**src/rtl/tam_pkg.sv**
```systemverilog
package tam_pkg;

   localparam int WINDOW_LEN  = 16;
   localparam int SAMPLE_BITS = 24;

   localparam int SLOT_BITS     = $clog2(WINDOW_LEN);
   localparam int COUNT_BITS    = $clog2(WINDOW_LEN + 1);
   localparam int SUM_BITS      = SAMPLE_BITS + $clog2(WINDOW_LEN);
   localparam int EXT_BITS      = SUM_BITS - SAMPLE_BITS;
   localparam int DIV_STEP_BITS = $clog2(SUM_BITS);

   // per-axis ring and running-sum control
   typedef struct packed {
      logic capture;  // latch the incoming sample
      logic update;   // retire the oldest entry, write the new one, update the sum
      logic full;     // window is full: the entry at the slot holds a real sample
   } axis_ctrl_type;

   // bit-serial divider control
   typedef struct packed {
      logic load;     // take the sum magnitude and sign
      logic step;     // produce one quotient bit
   } div_ctrl_type;

endpackage

```
**src/rtl/three_axis_moving_average.sv**
```systemverilog
// One beat at a time: req_ready is high only in IDLE, so no new request beat is
//   taken until the means of the last one have gone to the output register. The
//   bit-serial divider (one quotient bit per cycle, SUM_BITS steps) is the bulk of it.
// Reset: synchronous, active high; clears sums, slot, fill count and handshake
//   state at once. The rings need no clearing pass: the fill count masks
//   entries not yet written to zero.
module three_axis_moving_average (
   input  logic                                   clock,
   input  logic                                   reset,
   input  logic                                   req_valid,
   output logic                                   req_ready,
   input  logic signed [tam_pkg::SAMPLE_BITS-1:0] req_sample_x,
   input  logic signed [tam_pkg::SAMPLE_BITS-1:0] req_sample_y,
   input  logic signed [tam_pkg::SAMPLE_BITS-1:0] req_sample_z,
   output logic                                   rsp_valid,
   input  logic                                   rsp_ready,
   output logic signed [tam_pkg::SAMPLE_BITS-1:0] rsp_mean_x,
   output logic signed [tam_pkg::SAMPLE_BITS-1:0] rsp_mean_y,
   output logic signed [tam_pkg::SAMPLE_BITS-1:0] rsp_mean_z,
   output logic                                   rsp_warmed_up
);

   // IDLE:   wait for a request beat, capture it
   // UPDATE: retire the oldest entry, store the new sample, update sums
   // LOAD:   hand the sums to the dividers
   // DIVIDE: one quotient bit per cycle
   // DONE:   move the means into the output register once it is free
   typedef enum logic [4:0] {
      ST_IDLE   = 5'b00001,
      ST_UPDATE = 5'b00010,
      ST_LOAD   = 5'b00100,
      ST_DIVIDE = 5'b01000,
      ST_DONE   = 5'b10000
   } state_type;

   state_type state_ff, state_in;

   logic [tam_pkg::SLOT_BITS-1:0]     slot_ff, slot_in;
   logic [tam_pkg::COUNT_BITS-1:0]    count_ff, count_in;
   logic [tam_pkg::DIV_STEP_BITS-1:0] step_ff, step_in;
   logic                              rsp_valid_ff, rsp_valid_in;

   logic signed [tam_pkg::SAMPLE_BITS-1:0] mean_x_ff, mean_y_ff, mean_z_ff;
   logic                                   warm_ff;

   logic                                   accept;
   logic                                   full;
   logic                                   out_load;
   tam_pkg::axis_ctrl_type                 axis_ctrl;
   tam_pkg::div_ctrl_type                  div_ctrl;
   logic signed [tam_pkg::SUM_BITS-1:0]    sum_x, sum_y, sum_z;
   logic signed [tam_pkg::SAMPLE_BITS-1:0] quot_x, quot_y, quot_z;

   assign req_ready = (state_ff == ST_IDLE);
   assign accept    = req_valid && req_ready;
   assign full      = (count_ff == tam_pkg::COUNT_BITS'(tam_pkg::WINDOW_LEN));
   // the output register is free when empty or emptied in this cycle
   assign out_load  = (state_ff == ST_DONE) && (!rsp_valid_ff || rsp_ready);

   assign axis_ctrl.capture = accept;
   assign axis_ctrl.update  = (state_ff == ST_UPDATE);
   assign axis_ctrl.full    = full;

   assign div_ctrl.load = (state_ff == ST_LOAD);
   assign div_ctrl.step = (state_ff == ST_DIVIDE);

   always_comb begin
      state_in     = state_ff;
      slot_in      = slot_ff;
      count_in     = count_ff;
      step_in      = step_ff;
      rsp_valid_in = rsp_valid_ff;

      // drop the held result once its beat is taken
      if (rsp_valid_ff && rsp_ready) begin
         rsp_valid_in = 1'b0;
      end

      case (state_ff)
         ST_IDLE: begin
            if (accept) begin
               state_in = ST_UPDATE;
            end
         end
         ST_UPDATE: begin
            // advance the slot with wraparound, climb the fill count to the window
            if (slot_ff == tam_pkg::SLOT_BITS'(tam_pkg::WINDOW_LEN - 1)) begin
               slot_in = '0;
            end else begin
               slot_in = slot_ff + 1'b1;
            end
            if (!full) begin
               count_in = count_ff + 1'b1;
            end
            state_in = ST_LOAD;
         end
         ST_LOAD: begin
            step_in  = '0;
            state_in = ST_DIVIDE;
         end
         ST_DIVIDE: begin
            step_in = step_ff + 1'b1;
            if (step_ff == tam_pkg::DIV_STEP_BITS'(tam_pkg::SUM_BITS - 1)) begin
               state_in = ST_DONE;
            end
         end
         ST_DONE: begin
            // hold the means in the dividers until the output register frees up
            if (out_load) begin
               rsp_valid_in = 1'b1;
               state_in     = ST_IDLE;
            end
         end
         default: begin
            state_in = ST_IDLE;
         end
      endcase
   end

   always_ff @(posedge clock) begin
      if (reset) begin
         state_ff     <= ST_IDLE;
         slot_ff      <= '0;
         count_ff     <= '0;
         step_ff      <= '0;
         rsp_valid_ff <= 1'b0;
      end else begin
         state_ff     <= state_in;
         slot_ff      <= slot_in;
         count_ff     <= count_in;
         step_ff      <= step_in;
         rsp_valid_ff <= rsp_valid_in;
      end
   end

   // output payload register
   always_ff @(posedge clock) begin
      if (out_load) begin
         mean_x_ff <= quot_x;
         mean_y_ff <= quot_y;
         mean_z_ff <= quot_z;
         warm_ff   <= full;
      end
   end

   tam_axis u_axis_x (
      .clock  (clock),
      .reset  (reset),
      .ctrl   (axis_ctrl),
      .sample (req_sample_x),
      .slot   (slot_ff),
      .sum    (sum_x)
   );

   tam_axis u_axis_y (
      .clock  (clock),
      .reset  (reset),
      .ctrl   (axis_ctrl),
      .sample (req_sample_y),
      .slot   (slot_ff),
      .sum    (sum_y)
   );

   tam_axis u_axis_z (
      .clock  (clock),
      .reset  (reset),
      .ctrl   (axis_ctrl),
      .sample (req_sample_z),
      .slot   (slot_ff),
      .sum    (sum_z)
   );

   // the fill count is the divisor; it already includes the new sample
   tam_div u_div_x (
      .clock    (clock),
      .ctrl     (div_ctrl),
      .dividend (sum_x),
      .divisor  (count_ff),
      .quotient (quot_x)
   );

   tam_div u_div_y (
      .clock    (clock),
      .ctrl     (div_ctrl),
      .dividend (sum_y),
      .divisor  (count_ff),
      .quotient (quot_y)
   );

   tam_div u_div_z (
      .clock    (clock),
      .ctrl     (div_ctrl),
      .dividend (sum_z),
      .divisor  (count_ff),
      .quotient (quot_z)
   );

   assign rsp_valid     = rsp_valid_ff;
   assign rsp_mean_x    = mean_x_ff;
   assign rsp_mean_y    = mean_y_ff;
   assign rsp_mean_z    = mean_z_ff;
   assign rsp_warmed_up = warm_ff;

   // a result appears only out of the DONE state
   a_rsp_from_done: assert property (@(posedge clock) disable iff (reset)
      $rose(rsp_valid) |-> $past(state_ff == ST_DONE))
      else $error("rsp_valid rose outside DONE");

   // the fill count never passes the window
   a_count_bound: assert property (@(posedge clock) disable iff (reset)
      count_ff <= tam_pkg::COUNT_BITS'(tam_pkg::WINDOW_LEN))
      else $error("fill count beyond window");

   // the divisor is never zero while dividing
   a_div_nonzero: assert property (@(posedge clock) disable iff (reset)
      (state_ff == ST_DIVIDE) |-> (count_ff != '0))
      else $error("divide by zero count");

   // an accepted beat goes straight to the ring update
   a_accept_update: assert property (@(posedge clock) disable iff (reset)
      (req_valid && req_ready) |=> (state_ff == ST_UPDATE))
      else $error("accepted beat did not reach UPDATE");

endmodule

```
**src/rtl/tam_ram.sv**
```systemverilog
module tam_ram #(
   parameter int WIDTH = 8,
   parameter int DEPTH = 16
) (
   input  logic                     clock,
   input  logic                     wr_en,
   input  logic [$clog2(DEPTH)-1:0] wr_addr,
   input  logic [WIDTH-1:0]         wr_data,
   input  logic [$clog2(DEPTH)-1:0] rd_addr,
   output logic [WIDTH-1:0]         rd_data
);

   logic [WIDTH-1:0] mem [DEPTH];
   logic [WIDTH-1:0] rd_data_ff;

   always_ff @(posedge clock) begin
      if (wr_en) begin
         mem[wr_addr] <= wr_data;
      end
      rd_data_ff <= mem[rd_addr];
   end

   assign rd_data = rd_data_ff;

endmodule

```
**src/rtl/tam_axis.sv**
```systemverilog
module tam_axis (
   input  logic                                   clock,
   input  logic                                   reset,
   input  tam_pkg::axis_ctrl_type                 ctrl,
   input  logic signed [tam_pkg::SAMPLE_BITS-1:0] sample,
   input  logic [tam_pkg::SLOT_BITS-1:0]          slot,
   output logic signed [tam_pkg::SUM_BITS-1:0]    sum
);

   logic signed [tam_pkg::SAMPLE_BITS-1:0] sample_ff;
   logic signed [tam_pkg::SUM_BITS-1:0]    sum_ff;
   logic signed [tam_pkg::SUM_BITS-1:0]    sum_in;
   logic [tam_pkg::SAMPLE_BITS-1:0]        ring_rd;
   logic [tam_pkg::SAMPLE_BITS-1:0]        oldest;
   logic [tam_pkg::SUM_BITS-1:0]           old_ext;
   logic [tam_pkg::SUM_BITS-1:0]           new_ext;

   tam_ram #(
      .WIDTH (tam_pkg::SAMPLE_BITS),
      .DEPTH (tam_pkg::WINDOW_LEN)
   ) u_ring (
      .clock   (clock),
      .wr_en   (ctrl.update),
      .wr_addr (slot),
      .wr_data (sample_ff),
      .rd_addr (slot),
      .rd_data (ring_rd)
   );

   // entries past the fill point still read as zero
   assign oldest  = ctrl.full ? ring_rd : '0;
   assign old_ext = {{tam_pkg::EXT_BITS{oldest[tam_pkg::SAMPLE_BITS-1]}}, oldest};
   assign new_ext = {{tam_pkg::EXT_BITS{sample_ff[tam_pkg::SAMPLE_BITS-1]}}, sample_ff};

   always_comb begin
      sum_in = sum_ff;
      if (ctrl.update) begin
         sum_in = signed'(sum_ff - old_ext + new_ext);
      end
   end

   always_ff @(posedge clock) begin
      if (ctrl.capture) begin
         sample_ff <= sample;
      end
      if (reset) begin
         sum_ff <= '0;
      end else begin
         sum_ff <= sum_in;
      end
   end

   assign sum = sum_ff;

endmodule

```
**src/rtl/tam_div.sv**
```systemverilog
module tam_div (
   input  logic                                   clock,
   input  tam_pkg::div_ctrl_type                  ctrl,
   input  logic signed [tam_pkg::SUM_BITS-1:0]    dividend,
   input  logic [tam_pkg::COUNT_BITS-1:0]         divisor,
   output logic signed [tam_pkg::SAMPLE_BITS-1:0] quotient
);

   logic [tam_pkg::SUM_BITS-1:0]   dq_ff, dq_in;
   logic [tam_pkg::COUNT_BITS-1:0] rem_ff, rem_in;
   logic                           neg_ff, neg_in;
   logic [tam_pkg::COUNT_BITS:0]   rem_shift;
   logic [tam_pkg::COUNT_BITS:0]   rem_diff;
   logic [tam_pkg::SUM_BITS-1:0]   magnitude;

   // dividend bits leave at the top, quotient bits enter at the bottom
   assign rem_shift = {rem_ff, dq_ff[tam_pkg::SUM_BITS-1]};
   assign rem_diff  = rem_shift - {1'b0, divisor};

   always_comb begin
      dq_in  = dq_ff;
      rem_in = rem_ff;
      neg_in = neg_ff;
      if (ctrl.load) begin
         neg_in = dividend[tam_pkg::SUM_BITS-1];
         dq_in  = neg_in ? (~dividend + 1'b1) : dividend;
         rem_in = '0;
      end else if (ctrl.step) begin
         if (rem_shift >= {1'b0, divisor}) begin
            rem_in = rem_diff[tam_pkg::COUNT_BITS-1:0];
            dq_in  = {dq_ff[tam_pkg::SUM_BITS-2:0], 1'b1};
         end else begin
            rem_in = rem_shift[tam_pkg::COUNT_BITS-1:0];
            dq_in  = {dq_ff[tam_pkg::SUM_BITS-2:0], 1'b0};
         end
      end
   end

   always_ff @(posedge clock) begin
      dq_ff  <= dq_in;
      rem_ff <= rem_in;
      neg_ff <= neg_in;
   end

   // restore the sign: truncation toward zero
   assign magnitude = neg_ff ? (~dq_ff + 1'b1) : dq_ff;
   assign quotient  = signed'(magnitude[tam_pkg::SAMPLE_BITS-1:0]);

endmodule
```
**config.mk**
```make
export PLATFORM = sky130hd
export DESIGN_NAME = three_axis_moving_average
export DESIGN_NICKNAME = d
export VERILOG_FILES = /design/src/rtl/tam_pkg.sv /design/src/rtl/three_axis_moving_average.sv /design/src/rtl/tam_ram.sv /design/src/rtl/tam_axis.sv /design/src/rtl/tam_div.sv
export SDC_FILE = /design/constraint.sdc
export NUM_CORES = 2
export LEC_CHECK = 0
export ABC_AREA = 1
export BUFFER_PORTS_ARGS = -buffer_cell sky130_fd_sc_hd__buf_2
export CAP_MARGIN = 20
export CORE_UTILIZATION = 25
export DETAILED_ROUTE_END_ITERATION = 12
export SLEW_MARGIN = 10
export SYNTH_ARGS = -nofsm -noshare
export SYNTH_HDL_FRONTEND = slang
export SYNTH_SLANG_ARGS = --single-unit
```
**constraint.sdc**
```tcl
create_clock -name clock -period 10.1 [get_ports clock]
set_clock_uncertainty 0.05 [all_clocks]
set_input_delay 1.01 -clock clock [delete_from_list [all_inputs] [get_ports clock]]
set_output_delay 1.01 -clock clock [all_outputs]
set_load 0.005 [all_outputs]
```
==> results.md <==
- Status: finished clean
- DP Wirelength: 126000 um
- Top_reg_cell synth: edfxtp_1
- Inserted Clock Buffers: 167
- Post-synthesis async set-or-reset flop share: 0%
- F_max: 230 MHz
- CP startpoint: slot_ff[1]
- TritonCTS clock tree: built
- Non-Filler Instances: 10800
- DIE AREA: 0.287 sq mm
- Syn. warnings: 0
- R2r startpoint: slot_ff[1]
- Max_slew headroom: 25.0%
- Synth area leader: edfxtp_1
- Average vias per placed instance: 4.57
- Die span in y: 536 um
- Fillers: 29200
- I/O pin total: 151
- Unique masters post-synth: 46
- Synth Instances: 6882
- CP max FO: 70
- Syn Area/Cell: 10.4 sq um
- Post-placement cell count: 10500
- Vias in the first global route: 47900
- CP arrival: 4.68 ns
- Std-Cell Rows: 195
- Register area share after synthesis: 63.6%
- R2R Path End: u_axis_z.u_ring.mem[3][23]
- Initial DRC Count: 4622
- Setup Viol. Count Final: 0
- Final worst slack: 5.76 ns
- Post-CTS setup buffer count: 0
- Fin Setup TNS: 0 ns
- Top post-synthesis cells by count: edfxtp_1, nand2_1, nor2_1, inv_1, o21ai_0
- Final hold vios: 0
- Largest net degree at the start of global routing: 249
- CTS root buf: clkbuf_16
- RSZ-0062 raised after global routing: false
- CTS clk-pin slew, worst paths: 0.06 ns
- Critical path destination: u_axis_z.u_ring.mem[3][23]
- R2R depth: 8
- EDFF count, synth: 1384
- Mapped Area: 0.0713 sq mm
- Via count: 49600
- WS Path Type: register to register
- Data required time of the worst path: 10.44 ns
- Post_cts resized: 0
- GRT Total Usage: 13.6%
- Gr ovfl total: 0
- Global-route wire length before repair: 302000 um
- Hold_buf cts: 0
- Initial core utilization: 25.2%
- Largest cells by area after synthesis: edfxtp_1, nand2_1, dfxtp_1, o21ai_0, nor2_1
- Clock Latency Late Sink: 0.83 ns
- Clock Tree Buf Depth: 4
- Routed wire length: 201000 um
- Die span in x: 536 um
- Final period util: 43.0%
- CP Capture Type: register
- Worst Max-Slew Pin Slew: 1.12 ns
- Area delta synth->final: 14.3%
- Post-DR wirelength/cell: 18.6 um
- Tot Pwr: 14.8 mW
- Post-Place Setup Slack: 5.70 ns
- Final #Nets: 7248
- Port bufs: 150
- Post-route ant nets: 0
- Pwr Density: 182 mW/mm^2
- Initial antenna violation count: 25
- CTS sink count: 1575
- Number of synthesized register bits: 1575
- R2R Setup Slk: 5.76 ns
- Share of cells above drive strength 1: 7.38%
- Synthesized Nets: 7157
- Critical Path Start Type: register
- Post-route DRC: 0
- Core region area: 0.283 sq mm
- Leakage: 31.2 nW
- HP Class: input pin to register
- Max Slew Vio Count: 0
- Min cycle time layout: 4.34 ns
- Total of max-cap violations: 0
- Top-area cell type share of the netlist area: 58.3%
- Max H-tree Level: 4
- Peak VDD IR: 131 uV
- Count leader, synth: edfxtp_1
- Gpl congestion: 0.857
- DR pass1 iterations: 6
worst max-delay path, stage by stage, from the launching register on:
cell and delay (ns):
dfxtp_4 0.84, buf_4 0.76, ha_1 0.29, inv_1 0.08, nor2_1 0.15, nand2_1 0.17, nor2_4 0.49, buf_4 0.49
buf_4 0.61
how the worst min path moves through the flow:
stage	slack, ns	start	endpoint	cells after the start
2_1_floorplan	0.37	u_axis_z.sum[27]	u_div_z.neg_ff	0
3_3_place_gp	0.39	u_div_y.rem_ff[4]	u_div_y.rem_ff[4]	2
3_5_place_dp	0.40	u_div_x.rem_ff[4]	u_div_x.rem_ff[4]	2
4_1_cts	0.25	req_sample_x[3]	u_axis_x.sample_ff[3]	1
5_1_grt	0.26	req_sample_x[3]	u_axis_x.sample_ff[3]	1
6_report	0.31	req_sample_x[3]	u_axis_x.sample_ff[3]	1
per-stage QoR:
| step | hold WS (ns) | area (sq um) | util [%] |
|---|---|---|---|
| after floorplan | 0.375 | 71300 | - |
| after global placement | 0.392 | 76200 | 26.9 |
| after detailed placement | 0.401 | 76200 | 26.9 |
| after CTS | 0.246 | 81500 | 28.8 |
| after global routing | 0.263 | 81500 | 28.8 |
| final | 0.305 | 81500 | 28.8 |
layout by cell type (no fill, tap or decap), types with 11 or more instances in the layout:
cell	count
nor2_4	23
clkbuf_1	25
ha_1	115
dfxtp_1	189
buf_4	69
xnor2_1	15
a31oi_1	13
nand4_1	109
nor2_1	926
nand3_1	243
o22ai_1	294
nand2_1	1197
clkbuf_8	11
xor2_1	114
o21ai_0	753
nor3_1	17
buf_2	149
edfxtp_1	1384
o211ai_1	15
clkinv_1	29
clkbuf_16	169
inv_1	837
a21oi_1	174
fa_1	84
clkinv_2	39
bufinv_16	12
sequential cells by signal, summed over array words and instances (netlist names), 28 cells and up:
name and count:
u_axis_y.u_ring.mem 384, u_axis_z.sum 28, u_axis_z.u_ring.mem 384, u_axis_x.u_ring.mem 384
u_div_y.dq_ff 28, u_div_z.dq_ff 28, u_axis_y.sum 28, u_div_x.dq_ff 28
u_axis_x.sum 28
logic make-up after synthesis:
| group | Yosys count | share of synthesized area, % |
|---|---|---|
| AOI/OAI and AO/OA | 1285 | 9.73 |
| xor gates and xnor gates | 129 | 1.58 |
| adders and majority gates | 199 | 4.37 |
| buffers and inverters | 1146 | 6.25 |
| DFF | 1575 | 63.6 |
| and+or+nand+nor | 2548 | 14.4 |
routing by layer:
metal,track usage [%],share of wire (%)
met5,0,0.076
met4,3.27,2.1
met3,2.13,6.7
met2,21.4,44
met1,19.5,47
where the power goes:
group,switching (mW),internal [mW]
Clock,2.56,3.47
Sequential,0.148,7.20
Combinational,0.992,0.449
Total,3.70,11.1
cell type report:
type                    instances  area [sq um]  area share [%]
multi-input cells            4161         21700            26.6
inverters                     849          3210            3.94
well taps                    3743          4680            5.74
diodes                          3          7.51         0.00921
clock buffers                 207          4490            5.51
flip-flops and latches       1575         45400            55.7
repair buffers                219          1280            1.57
clock inverters                92           807           0.990
No activity file was read; power rests on OpenSTA's default activity.
